[src/rtl/spdnlg_pkg.sv]
// spdnlg_pkg: types, constants and the microcode program of the steering drive controller
// no dependencies; used by spdnlg_seq and the top level
package spdnlg_pkg;

  localparam int OFFSET_W = 16;
  localparam int DRIVE_W  = 16;
  localparam int GAIN_W   = 16;
  localparam int WEIGHT_W = 9;
  localparam int CFG_IDX_W = 8;
  localparam int CFG_DAT_W = 16;

  localparam int ERR_W    = 21;  // |e| <= 699050
  localparam int ERRMAG_W = 20;
  localparam int DIFF_W   = 22;
  localparam int QUO_W    = 31;  // (e*e) >> 8 < 2^31
  localparam int REM_W    = 16;
  localparam int DCNT_W   = 5;
  localparam int STEP_W   = 4;

  localparam int P1_W  = 53;
  localparam int P2_W  = 39;
  localparam int ACC_W = 54;
  localparam int FLT_W = 27;

  // floor(x/3) = (x * RECIP3) >> 24 for x < 2^23
  localparam logic [22:0] RECIP3 = 23'd5592406;

  localparam logic [DCNT_W-1:0] DIV_STEPS = DCNT_W'(QUO_W);

  localparam logic [GAIN_W-1:0]   PROP_GAIN_RST   = 16'd2048;
  localparam logic [GAIN_W-1:0]   SQ_DIV_RST      = 16'd10000;
  localparam logic [GAIN_W-1:0]   DERIV_GAIN_RST  = 16'd0;
  localparam logic [WEIGHT_W-1:0] FILT_WEIGHT_RST = 9'd51;
  localparam logic [WEIGHT_W-1:0] WEIGHT_ONE      = 9'd256;

  typedef enum logic [1:0] {
    REG_PROP_GAIN   = 2'd0,
    REG_SQ_DIV      = 2'd1,
    REG_DERIV_GAIN  = 2'd2,
    REG_FILT_WEIGHT = 2'd3
  } reg_idx_t;

  typedef enum logic [3:0] {
    OP_WAIT,
    OP_ERR,
    OP_SQ,
    OP_DIV,
    OP_GAIN,
    OP_MUL,
    OP_ACC,
    OP_FILT,
    OP_EMIT
  } op_t;

  typedef enum logic [1:0] {
    COND_ALWAYS,
    COND_IN,
    COND_DIV,
    COND_OUT
  } cond_t;

  typedef logic [STEP_W-1:0] step_t;

  typedef struct packed {
    op_t   op;
    cond_t cond;
    step_t next;
  } uword_t;

  typedef struct packed {
    op_t  op;
    logic in_ready;
  } ctrl_t;

  typedef struct packed {
    logic in_fire;
    logic div_last;
    logic out_free;
  } stat_t;

  function automatic uword_t ucode(step_t s);
    uword_t w;
    case (s)
      4'd0:    w = '{op: OP_WAIT, cond: COND_IN,     next: 4'd1};
      4'd1:    w = '{op: OP_ERR,  cond: COND_ALWAYS, next: 4'd2};
      4'd2:    w = '{op: OP_SQ,   cond: COND_ALWAYS, next: 4'd3};
      4'd3:    w = '{op: OP_DIV,  cond: COND_DIV,    next: 4'd4};
      4'd4:    w = '{op: OP_GAIN, cond: COND_ALWAYS, next: 4'd5};
      4'd5:    w = '{op: OP_MUL,  cond: COND_ALWAYS, next: 4'd6};
      4'd6:    w = '{op: OP_ACC,  cond: COND_ALWAYS, next: 4'd7};
      4'd7:    w = '{op: OP_FILT, cond: COND_ALWAYS, next: 4'd8};
      4'd8:    w = '{op: OP_EMIT, cond: COND_OUT,    next: 4'd0};
      default: w = '{op: OP_WAIT, cond: COND_ALWAYS, next: 4'd0};
    endcase
    return w;
  endfunction

endpackage

[src/rtl/spdnlg_seq.sv]
// spdnlg_seq: step counter and microcode table lookup
// depends on spdnlg_pkg
module spdnlg_seq (
  input  logic               clk,
  input  logic               rst_n,
  input  spdnlg_pkg::stat_t  stat,
  output spdnlg_pkg::ctrl_t  ctrl
);
  import spdnlg_pkg::*;

  step_t  step_r, step_nxt;
  uword_t uw;
  logic   adv;

  assign uw = ucode(step_r);

  // next step
  always_comb begin
    case (uw.cond)
      COND_ALWAYS: adv = 1'b1;
      COND_IN:     adv = stat.in_fire;
      COND_DIV:    adv = stat.div_last;
      COND_OUT:    adv = stat.out_free;
      default:     adv = 1'b1;
    endcase
    step_nxt = adv ? uw.next : step_r;
  end

  // control outputs
  always_comb begin
    ctrl.op       = uw.op;
    ctrl.in_ready = (uw.op == OP_WAIT);
  end

  always_ff @(posedge clk) begin
    if (!rst_n) begin
      step_r <= '0;
    end else begin
      step_r <= step_nxt;
    end
  end

endmodule

[config.mk]
export PLATFORM = sky130hd
export DESIGN_NAME = spdnlg_seq
export DESIGN_NICKNAME = d
export VERILOG_FILES = /design/src/rtl/spdnlg_pkg.sv /design/src/rtl/spdnlg_seq.sv
export SDC_FILE = /design/constraint.sdc
export NUM_CORES = 1
export LEC_CHECK = 0
export BUFFER_PORTS_ARGS = -buffer_cell sky130_fd_sc_hd__buf_4
export CAP_MARGIN = 20
export CORE_MARGIN = 2
export CORE_UTILIZATION = 31
export DETAILED_ROUTE_END_ITERATION = 16
export SYNTH_ARGS = -nofsm -noshare
export SYNTH_HDL_FRONTEND = slang
export SYNTH_SLANG_ARGS = --single-unit
[constraint.sdc]
create_clock -name clk -period 1.6 [get_ports clk]
set_input_delay 0.24 -clock clk [delete_from_list [all_inputs] [get_ports clk]]
set_output_delay 0.24 -clock clk [all_outputs]
set_load 0.005 [all_outputs]
# Word-level counts from Yosys, hierarchy flattened
# Memories as Yosys holds them, arrays and structs flattened. A register that Yosys moved wholly into a read port is not among the register bits.
# Cells that the tools add are included.
# Widths: inputs -> output; s select.
[word_totals]
register_bits = 4
mem_bits_ro = 160
input_bits = 5
out_inout_bits = 5
word_cells = 10
n_memories = 1
[memory_table]
columns = ["memory", "words", "word_bits", "rd", "rd_ports_with_merged_regs", "write_ports", "line_no", "rtl"]
rows = [
  ["(no name shown)", 16, 10, 1, 1, 0, "spdnlg_pkg.sv:83", "case (s)"],
]
[op_classes]
eq_ne = 3
mux = 3
n_reduce_logical = 2
[ops]
columns = ["op", "n"]
rows = [
  ["$mux 4", 2],
  ["$eq 2x2->1 const B", 2],
  ["$logic_not 4->1", 1],
  ["$pmux 1 s4", 1],
  ["$eq 2x1->1 const B", 1],
  ["$logic_not 2->1", 1],
]

# Longest topological paths before layout
# Gate-level depths: netlist of the first run.
[depth]
ltp_word = 4
mapped_depth = 8
mapped_depth_nobuf = 8

# Least setup slack after synthesis of the first run
# Ideal clock, no wire load.
[synth_path]
path_kind = "register -> register"
start = "register, netlist name uw[5]"
end = "register, netlist name uw[1]"
setup_time_ns = 0.121
arrival_ns = 1.635
required_ns = 1.479
setup_slack_ns = -0.157
stages_incl_launch_ff = 7
period_less_slack_ns = 1.757
cell_sequence = "dfxtp_1 -> clkbuf_2 -> mux2i_2 -> mux2_2 -> inv_1 -> ha_1 -> nor2b_1"
[synth_between]
elab_chain_cells = 4
word_cells_on_any_way = 7
[synth_rtl]
columns = ["item", "line_no", "rtl"]
rows = [
  ["$eq 2x2->1 (tied with other cells)", "spdnlg_seq.sv:19", "case (uw.cond)"],
  ["$pmux 1 s4 (*)", "spdnlg_seq.sv:19", ""],
  ["$mux 4 (no source line) (*) (2 in series)", "--", ""],
]
# Mark *: on every way between the ends. The rest lies on a longest branch, timed or not.
# A chain may end at the register's enable or synchronous reset.

# Worst setup path in the final report of the first run
[layout_path]
start = "register, netlist name uw[4]"
end = "register, netlist name uw[1]"
[layout_between]
elab_chain_cells = 4
word_cells_on_any_way = 7
[layout_rtl]
columns = ["item", "line_no"]
rows = [
  ["$eq 2x2->1 (tied with other cells)", "spdnlg_seq.sv:19"],
  ["$pmux 1 s4 (*)", "spdnlg_seq.sv:19"],
  ["$mux 4 (no source line) (*) (2 in series)", "--"],
]
# Marked as above.

==> reports/metrics.csv, run 1 <==
stage,metric,value,unit
global_route,initial antenna violation count,0,
cells_and_area,layout cell share with drive strength beyond 1,50.0,%
clock_tree,CTS sink count,14,
floorplan,core area,0.00200,sq mm
cells_and_area,final net count,95,
clock_tree,clk_lat worst skew,0.28,ns
run_status,violated checks,negative setup slack,
critical_path,WP data required,1.78,ns
critical_path,CP endpoint kind,flop,
clock_tree,clk slew on worst S/H paths,0.09,ns
global_route,total gr overflow,0,
yosys,number of flops mapped to enable cells by yosys,0,
yosys,Yosys top cell area share,41.9,%
sta,Final Worst Setup Slack,-0.0693,ns
power,Power Total,0.00129,W
power,LEAKAGE,0.395,nW
clock_tree,Num CTS Buffers,3,
yosys,register bit count reported by yosys,14,
clock_tree,CTS max path bufs,2,
route,met1 WL,618,um
route,First-pass DRT Iterations,4,
power,maximum vdd ir drop,0.540,mV
global_route,first-pass GRT wire length,2140,um
critical_path,"most used cell, CP",mux2i_4,
sta,Max Fclk,599,MHz
yosys,Synth Flop Type,dfxtp_1,
sta,setup_tns,-0.190,ns
floorplan,Die ar.,0.00254,sq mm
floorplan,die width,50.4,um
yosys,Syn. warnings,0,
clock_tree,clock root cell,clkbuf_4,
floorplan,I/O pins,10,
placed_design,Place WS,-0.0588,ns
yosys,Yosys cell types,22,
route,Via Count,534,
placed_design,gp weighted congestion,0.752,
clock_tree,TritonCTS clock tree,yes,
placed_design,DP HPWL,952,um
sta,Final period util,104,%
critical_path,Worst EP arrival,1.85,ns
flow_run,Max Cap Viol,0,
run_status,run status,finished with violations,
route,WL met2,623,um
global_route,total global routing track utilization,11.3,%
sta,Final Setup Violations,3,
route,post-DR wirelength/cell,11.8,um
clock_tree,# hold bufs at CTS,0,
cells_and_area,Area Overhead vs Synth,39.3,%
floorplan,DIE HEIGHT,50.4,um
clock_tree,H-tree Lvls,1,
sta,Worst slew margin,83.7,%
floorplan,Core Rows,16,
route,highest routed layer,met4,
yosys,share of the yosys chip area belonging to registers,41.9,%
sta,Fin. Hold Viols,0,
sta,Final Critical Period,1.67,ns
critical_path,crit path cell chain,"mux2i_4, mux2i_4, mux2_4, inv_4, ha_1, nor2b_1",
cells_and_area,Ant. Diodes,0,
power,pwr dens,1390,mW/mm^2
yosys,Synth Instances,68,
min_path,HP Class,primary input to flop,
route,vias per cell,4.73,
yosys,post-synth top area cell,dfxtp_1,
sta,unrepaired setup endpoints after global routing,true,
critical_path,startpoint types,flop,
route,DR DRC count,0,
route,DRT antenna net count,0,
global_route,number of global-route vias before repair,484,
placed_design,Port Buffers,9,
route,first-iteration detailed-routing DRC count,20,
yosys,Mean Syn Cell Area,9.83,sq um
yosys,area of the mapped netlist,668,sq um
global_route,largest net degree at the start of global routing,15,
critical_path,Worst path slowest cell,dfxtp_4,
critical_path,crit path max fanout,4,
yosys,ranking of synthesized cells by area,"dfxtp_1, mux2i_2, ha_1, nand4b_1, mux2_2",
critical_path,Setup CP Type,flop to flop,
route,routed length on met3,71,um
yosys,Syn Nets,76,
yosys,fraction of registers with async set or reset after synthesis,0,%
critical_path,max incr delay on CP,0.37,ns
sta,Setup Skew,0.00802,ns
sta,Max Slew Vio Count,0,
route,total wire length,1330,um
floorplan,Initial Util,33.4,%
sta,Slew @ Worst Pin,0.237,ns
worst paths after layout:
| check | cells after the start | startpoint | endpoint | slack, ns |
|---|---|---|---|---|
| hold reg to reg | 2 | step_r[0]$_SDFFE_PN0N_ | step_r[0]$_SDFFE_PN0N_ | 0.53 |
| setup / recovery | 6 | uw[4]$_DFF_P_ | uw[1]$_SDFF_PP0_ | -0.07 |
| hold / removal | 2 | rst_n | uw[8]$_SDFF_PP0_ | 0.29 |
| setup reg to reg | 6 | uw[4]$_DFF_P_ | uw[1]$_SDFF_PP0_ | -0.07 |
placed cells by master, fill, tap and decap left out, types with 2 or more instances in the layout:
cell       n
a31o_2     2
buf_4     19
clkbuf_4   3
dfxtp_1   13
ha_4       2
inv_4      2
mux2_2     2
mux2i_1    2
mux2i_4    3
nand2_1    4
nand3_1    6
nand4_1    2
nand4b_1   4
nor2_1     3
nor2b_1    4
routing by layer:
| layer | track usage [%] | vias up |
|---|---|---|
| met2 | 17.5 | 16 |
| met5 | 0 | - |
| met4 | 8.11 | 0 |
| met3 | 0.893 | 2 |
| li1 | - | 268 |
| met1 | 14.8 | 248 |
synthesized netlist by cell type, types with 3 or more instances:
cell type	n
mux2_2	3
nor2_1	4
inv_1	3
buf_4	4
nand4b_1	4
mux2i_2	3
nor2b_1	5
dfxtp_1	14
ha_1	3
nand2_1	4
nand3_1	6
stage by stage:
stage	instance area, sq um	utilization (%)	hold slack, ns	cells
final	931	46.5	0.293	113
after CTS	878	43.9	0.286	110
after global routing	931	46.5	0.296	113
after global placement	828	41.4	0.496	106
after floorplan	714	-	0.463	68
after detailed placement	828	41.4	0.488	106
critical path, delay by kind of cell, from the launching register on:
kind | cells | cell delay (ns)
adder cells (fa/ha/maj) | 1 | 0.21
buffers and inverters | 1 | 0.08
flip-flops | 1 | 0.37
multiplexers | 3 | 0.79
AND/OR/NAND/NOR | 1 | 0.12
power by group:
group	leakage, nW	switching [W]	internal [W]
combinational	0.259	0.000237	0.000306
sequential	0.115	0.0000476	0.000442
clock	0.0210	0.000120	0.000138
cell type report:
cell class              count  area (sq um)
well taps                  27          33.8
clock buffers               4          36.3
flip-flops and latches     14           284
multi-input cells          44           403
fillers                   190          1070
inverters                   4          20.0
repair buffers             20           154
flip-flops by register name, indices dropped and copies added, names as in the netlist:
| signal | count |
|---|---|
| uw | 10 |
| step_r | 4 |
logic make-up (layout without fill, tap and decap cells):
logic type	count (synthesis)	count (layout)	share of synthesized area (%)
flip-flops	14	14	41.9
adder cells (fa/ha/maj)	3	3	5.62
multiplexers	8	8	14.2
buffers and inverters	10	28	8.05
AO/OA/AOI/OAI	4	4	4.12
AND/OR/NAND/NOR	29	29	26.0
timing repair:
action | CTS | global route
endpoints found under the setup margin | 4 | 9
gates resized for setup | 3 | 7
buffers inserted | 0 | 3
pin swaps | 2 | 4
No activity file was read; power rests on OpenSTA's default activity.
==> run 2: changes to the inputs <==
--- a/config.mk
+++ b/config.mk
@@ -5,6 +5,7 @@
 export SDC_FILE = /design/constraint.sdc
 export NUM_CORES = 1
 export LEC_CHECK = 0
+export ABC_AREA = 1
 export BUFFER_PORTS_ARGS = -buffer_cell sky130_fd_sc_hd__buf_4
 export CAP_MARGIN = 20
 export CORE_MARGIN = 2
==> reports/metrics.csv, run 2 <==
stage,metric,value,unit
flow_run,Max Cap Viol,0,
clock_tree,CTS max path bufs,2,
critical_path,crit path max fanout,5,
sta,Max Slew Vio Count,0,
global_route,total gr overflow,0,
sta,Fin. Hold Viols,0,
critical_path,"most used cell, CP",nand2_4,
critical_path,CP endpoint kind,flop,
clock_tree,Setup Buffers After CTS,0,
yosys,Synth Flop Type,dfxtp_1,
clock_tree,Num CTS Buffers,3,
critical_path,WP data required,1.77,ns
min_path,HP Class,primary input to flop,
critical_path,flop2flop setup slack,0.15,ns
clock_tree,clk slew on worst S/H paths,0.08,ns
global_route,first-pass GRT wire length,1960,um
yosys,Synth Instances,84,
yosys,number of flops mapped to enable cells by yosys,0,
critical_path,Buf/Inv on CP,2,
route,first-iteration detailed-routing DRC count,5,
clock_tree,H-tree Lvls,1,
cells_and_area,"commonest non-fill, non-tap cell in the layout",inv_1,
clock_tree,# hold bufs at CTS,0,
floorplan,core area,0.00219,sq mm
yosys,Syn. warnings,0,
cells_and_area,Reg area,285,sq um
yosys,most common cell in the netlist,inv_1,
critical_path,crit path cell chain,"inv_1, nand2_2, nand3_4, nand2_4, nand2_4, nand2_4, nor2_4, inv_2, ha_1, nand3_2, nand2_1",
global_route,total global routing track utilization,10.3,%
route,First-pass DRT Iterations,4,
route,DR DRC count,0,
power,LEAKAGE,0.431,nW
floorplan,Initial Util,32.4,%
yosys,Syn Nets,92,
critical_path,Worst path slowest cell,dfxtp_4,
cells_and_area,Multi-input gate area,333,sq um
cells_and_area,Area Overhead vs Synth,17.1,%
route,Via Count,508,
yosys,register bit count reported by yosys,14,
sta,Max Fclk,687,MHz
cells_and_area,"commonest cells after routing, fill and taps aside","inv_1, nand2_1, dfxtp_1",
route,vias per cell,4.16,
critical_path,reg2reg end,uw[5]$_DFF_P_,
placed_design,"Cell Area, Placed",791,sq um
global_route,number of global-route vias before repair,523,
sta,Final Setup Violations,0,
sta,Final period util,90.9,%
yosys,share of the yosys chip area belonging to registers,39.4,%
sta,Slew @ Worst Pin,0.226,ns
cells_and_area,final net count,103,
yosys,area of the mapped netlist,711,sq um
yosys,Yosys top cell area share,39.4,%
global_route,initial antenna violation count,0,
clock_tree,TritonCTS clock tree,yes,
placed_design,Port Buffers,9,
floorplan,Die ar.,0.00269,sq mm
clock_tree,clock root cell,clkbuf_4,
power,maximum vdd ir drop,0.583,mV
floorplan,Core Rows,17,
critical_path,max incr delay on CP,0.36,ns
sta,unrepaired setup endpoints after global routing,false,
sta,Final Critical Period,1.45,ns
route,DRT antenna net count,0,
cells_and_area,Final Cell Area,832,sq um
cells_and_area,filler cell count,229,
power,pwr dens,1820,mW/mm^2
critical_path,Setup CP Type,flop to flop,
placed_design,gp weighted congestion,0.726,
yosys,fraction of registers with async set or reset after synthesis,0,%
min_path,Hold Startpoint,rst_n,
global_route,largest net degree at the start of global routing,9,
critical_path,startpoint types,flop,
critical_path,r2r startpoint,uw[4]$_DFF_P_,
clock_tree,clk_lat worst skew,0.27,ns
yosys,Yosys cell types,17,
floorplan,I/O pins,10,
yosys,post-synth top area cell,dfxtp_1,
cells_and_area,Final Util,38.0,%
cells_and_area,Ant. Diodes,0,
cells_and_area,max reg flops,10,
run_status,run status,completed,
placed_design,DP HPWL,940,um
critical_path,"Largest delay share family, worst path",simple AND/OR/NAND/NOR gates,
route,post-DR wirelength/cell,9.04,um
sta,setup_tns,0,ns
clock_tree,CTS sink count,14,
floorplan,die width,51.9,um
cells_and_area,layout cell share with drive strength beyond 1,41.5,%
yosys,Mean Syn Cell Area,8.46,sq um
critical_path,Worst EP arrival,1.62,ns
route,total wire length,1100,um
critical_path,r2r worst-path depth,11,
min_path,Hold EP,step_r[0]$_SDFFE_PN0N_,
sta,Worst slew margin,84.8,%
yosys,ranking of synthesized cells by area,"dfxtp_1, inv_1, nand3_2, nand2_1, ha_1",
min_path,hold path depth,3,
yosys,Commonest cells post-synth,"inv_1, dfxtp_1, nand2_1, nand3_1",
sta,Setup Skew,0.00170,ns
floorplan,DIE HEIGHT,51.9,um
run 2: what timing repair did:
action	CTS	global route
endpoints found under the hold margin	0	0
resized for setup	0	3
setup endpoints to repair	0	5
run 2: per-stage QoR:
| stage | cells | worst slack (ns) | hold slack, ns | power (W) |
|---|---|---|---|---|
| 2_1_floorplan | 84 | 0.213 | 0.365 | 0.00112 |
| 3_3_place_gp | 118 | 0.0705 | 0.473 | 0.00127 |
| 3_5_place_dp | 118 | 0.0654 | 0.490 | 0.00128 |
| 4_1_cts | 122 | 0.0527 | 0.271 | 0.00153 |
| 5_1_grt | 122 | 0.0196 | 0.289 | 0.00165 |
| 6_report | 122 | 0.145 | 0.274 | 0.00152 |
run 2: power by group:
group          internal [W]  total [W]  switching (W)
clock              0.000138   0.000243       0.000104
combinational      0.000296   0.000708       0.000412
sequential         0.000493   0.000567      0.0000741
run 2: metal layers:
metal	vias to the layer above	GRT usage (%)	part of all wire (%)
li1	275	-	-
met1	220	10.2	42
met2	8	17.5	50
met3	5	1.72	2.9
met4	0	10.5	4.4
met5	-	0	0
run 2: logic make-up (layout without fill, tap and decap cells):
group | after synthesis | count (layout) | share of synthesized area (%)
and+or+nand+nor | 45 | 45 | 41.5
DFF | 14 | 14 | 39.4
buffers and inverters | 22 | 32 | 13.7
adders and majority gates | 3 | 3 | 5.28
run 2: worst max path at each step:
stage,slack [ns],to,start,depth (start not counted)
3_5_place_dp,0.07,uw[5]$_DFF_P_,uw[4]$_DFF_P_,10
4_1_cts,0.05,uw[5]$_DFF_P_,uw[4]$_DFF_P_,10
6_report,0.15,uw[5]$_DFF_P_,uw[4]$_DFF_P_,11
2_1_floorplan,0.21,uw[5]$_DFF_P_,uw[4]$_DFF_P_,10
3_3_place_gp,0.07,uw[5]$_DFF_P_,uw[4]$_DFF_P_,10
5_1_grt,0.02,uw[5]$_DFF_P_,uw[4]$_DFF_P_,10
run 2: layout make-up:
class                      count  share of cell area (%)
sequential                    14                    34.3
tap                           28                    4.21
multi-input combinational     48                    40.0
clock buffer                   4                    4.36
timing repair buffer          10                    9.02
inverter                      18                    8.12
run 2: worst reg2reg max path, cell delays in order (launching register included):
cell	delay [ns]
dfxtp_4	0.36
inv_1	0.08
nand2_2	0.06
nand3_4	0.10
nand2_4	0.09
nand2_4	0.07
nand2_4	0.05
nor2_4	0.14
inv_2	0.05
ha_1	0.22
nand3_2	0.09
nand2_1	0.05
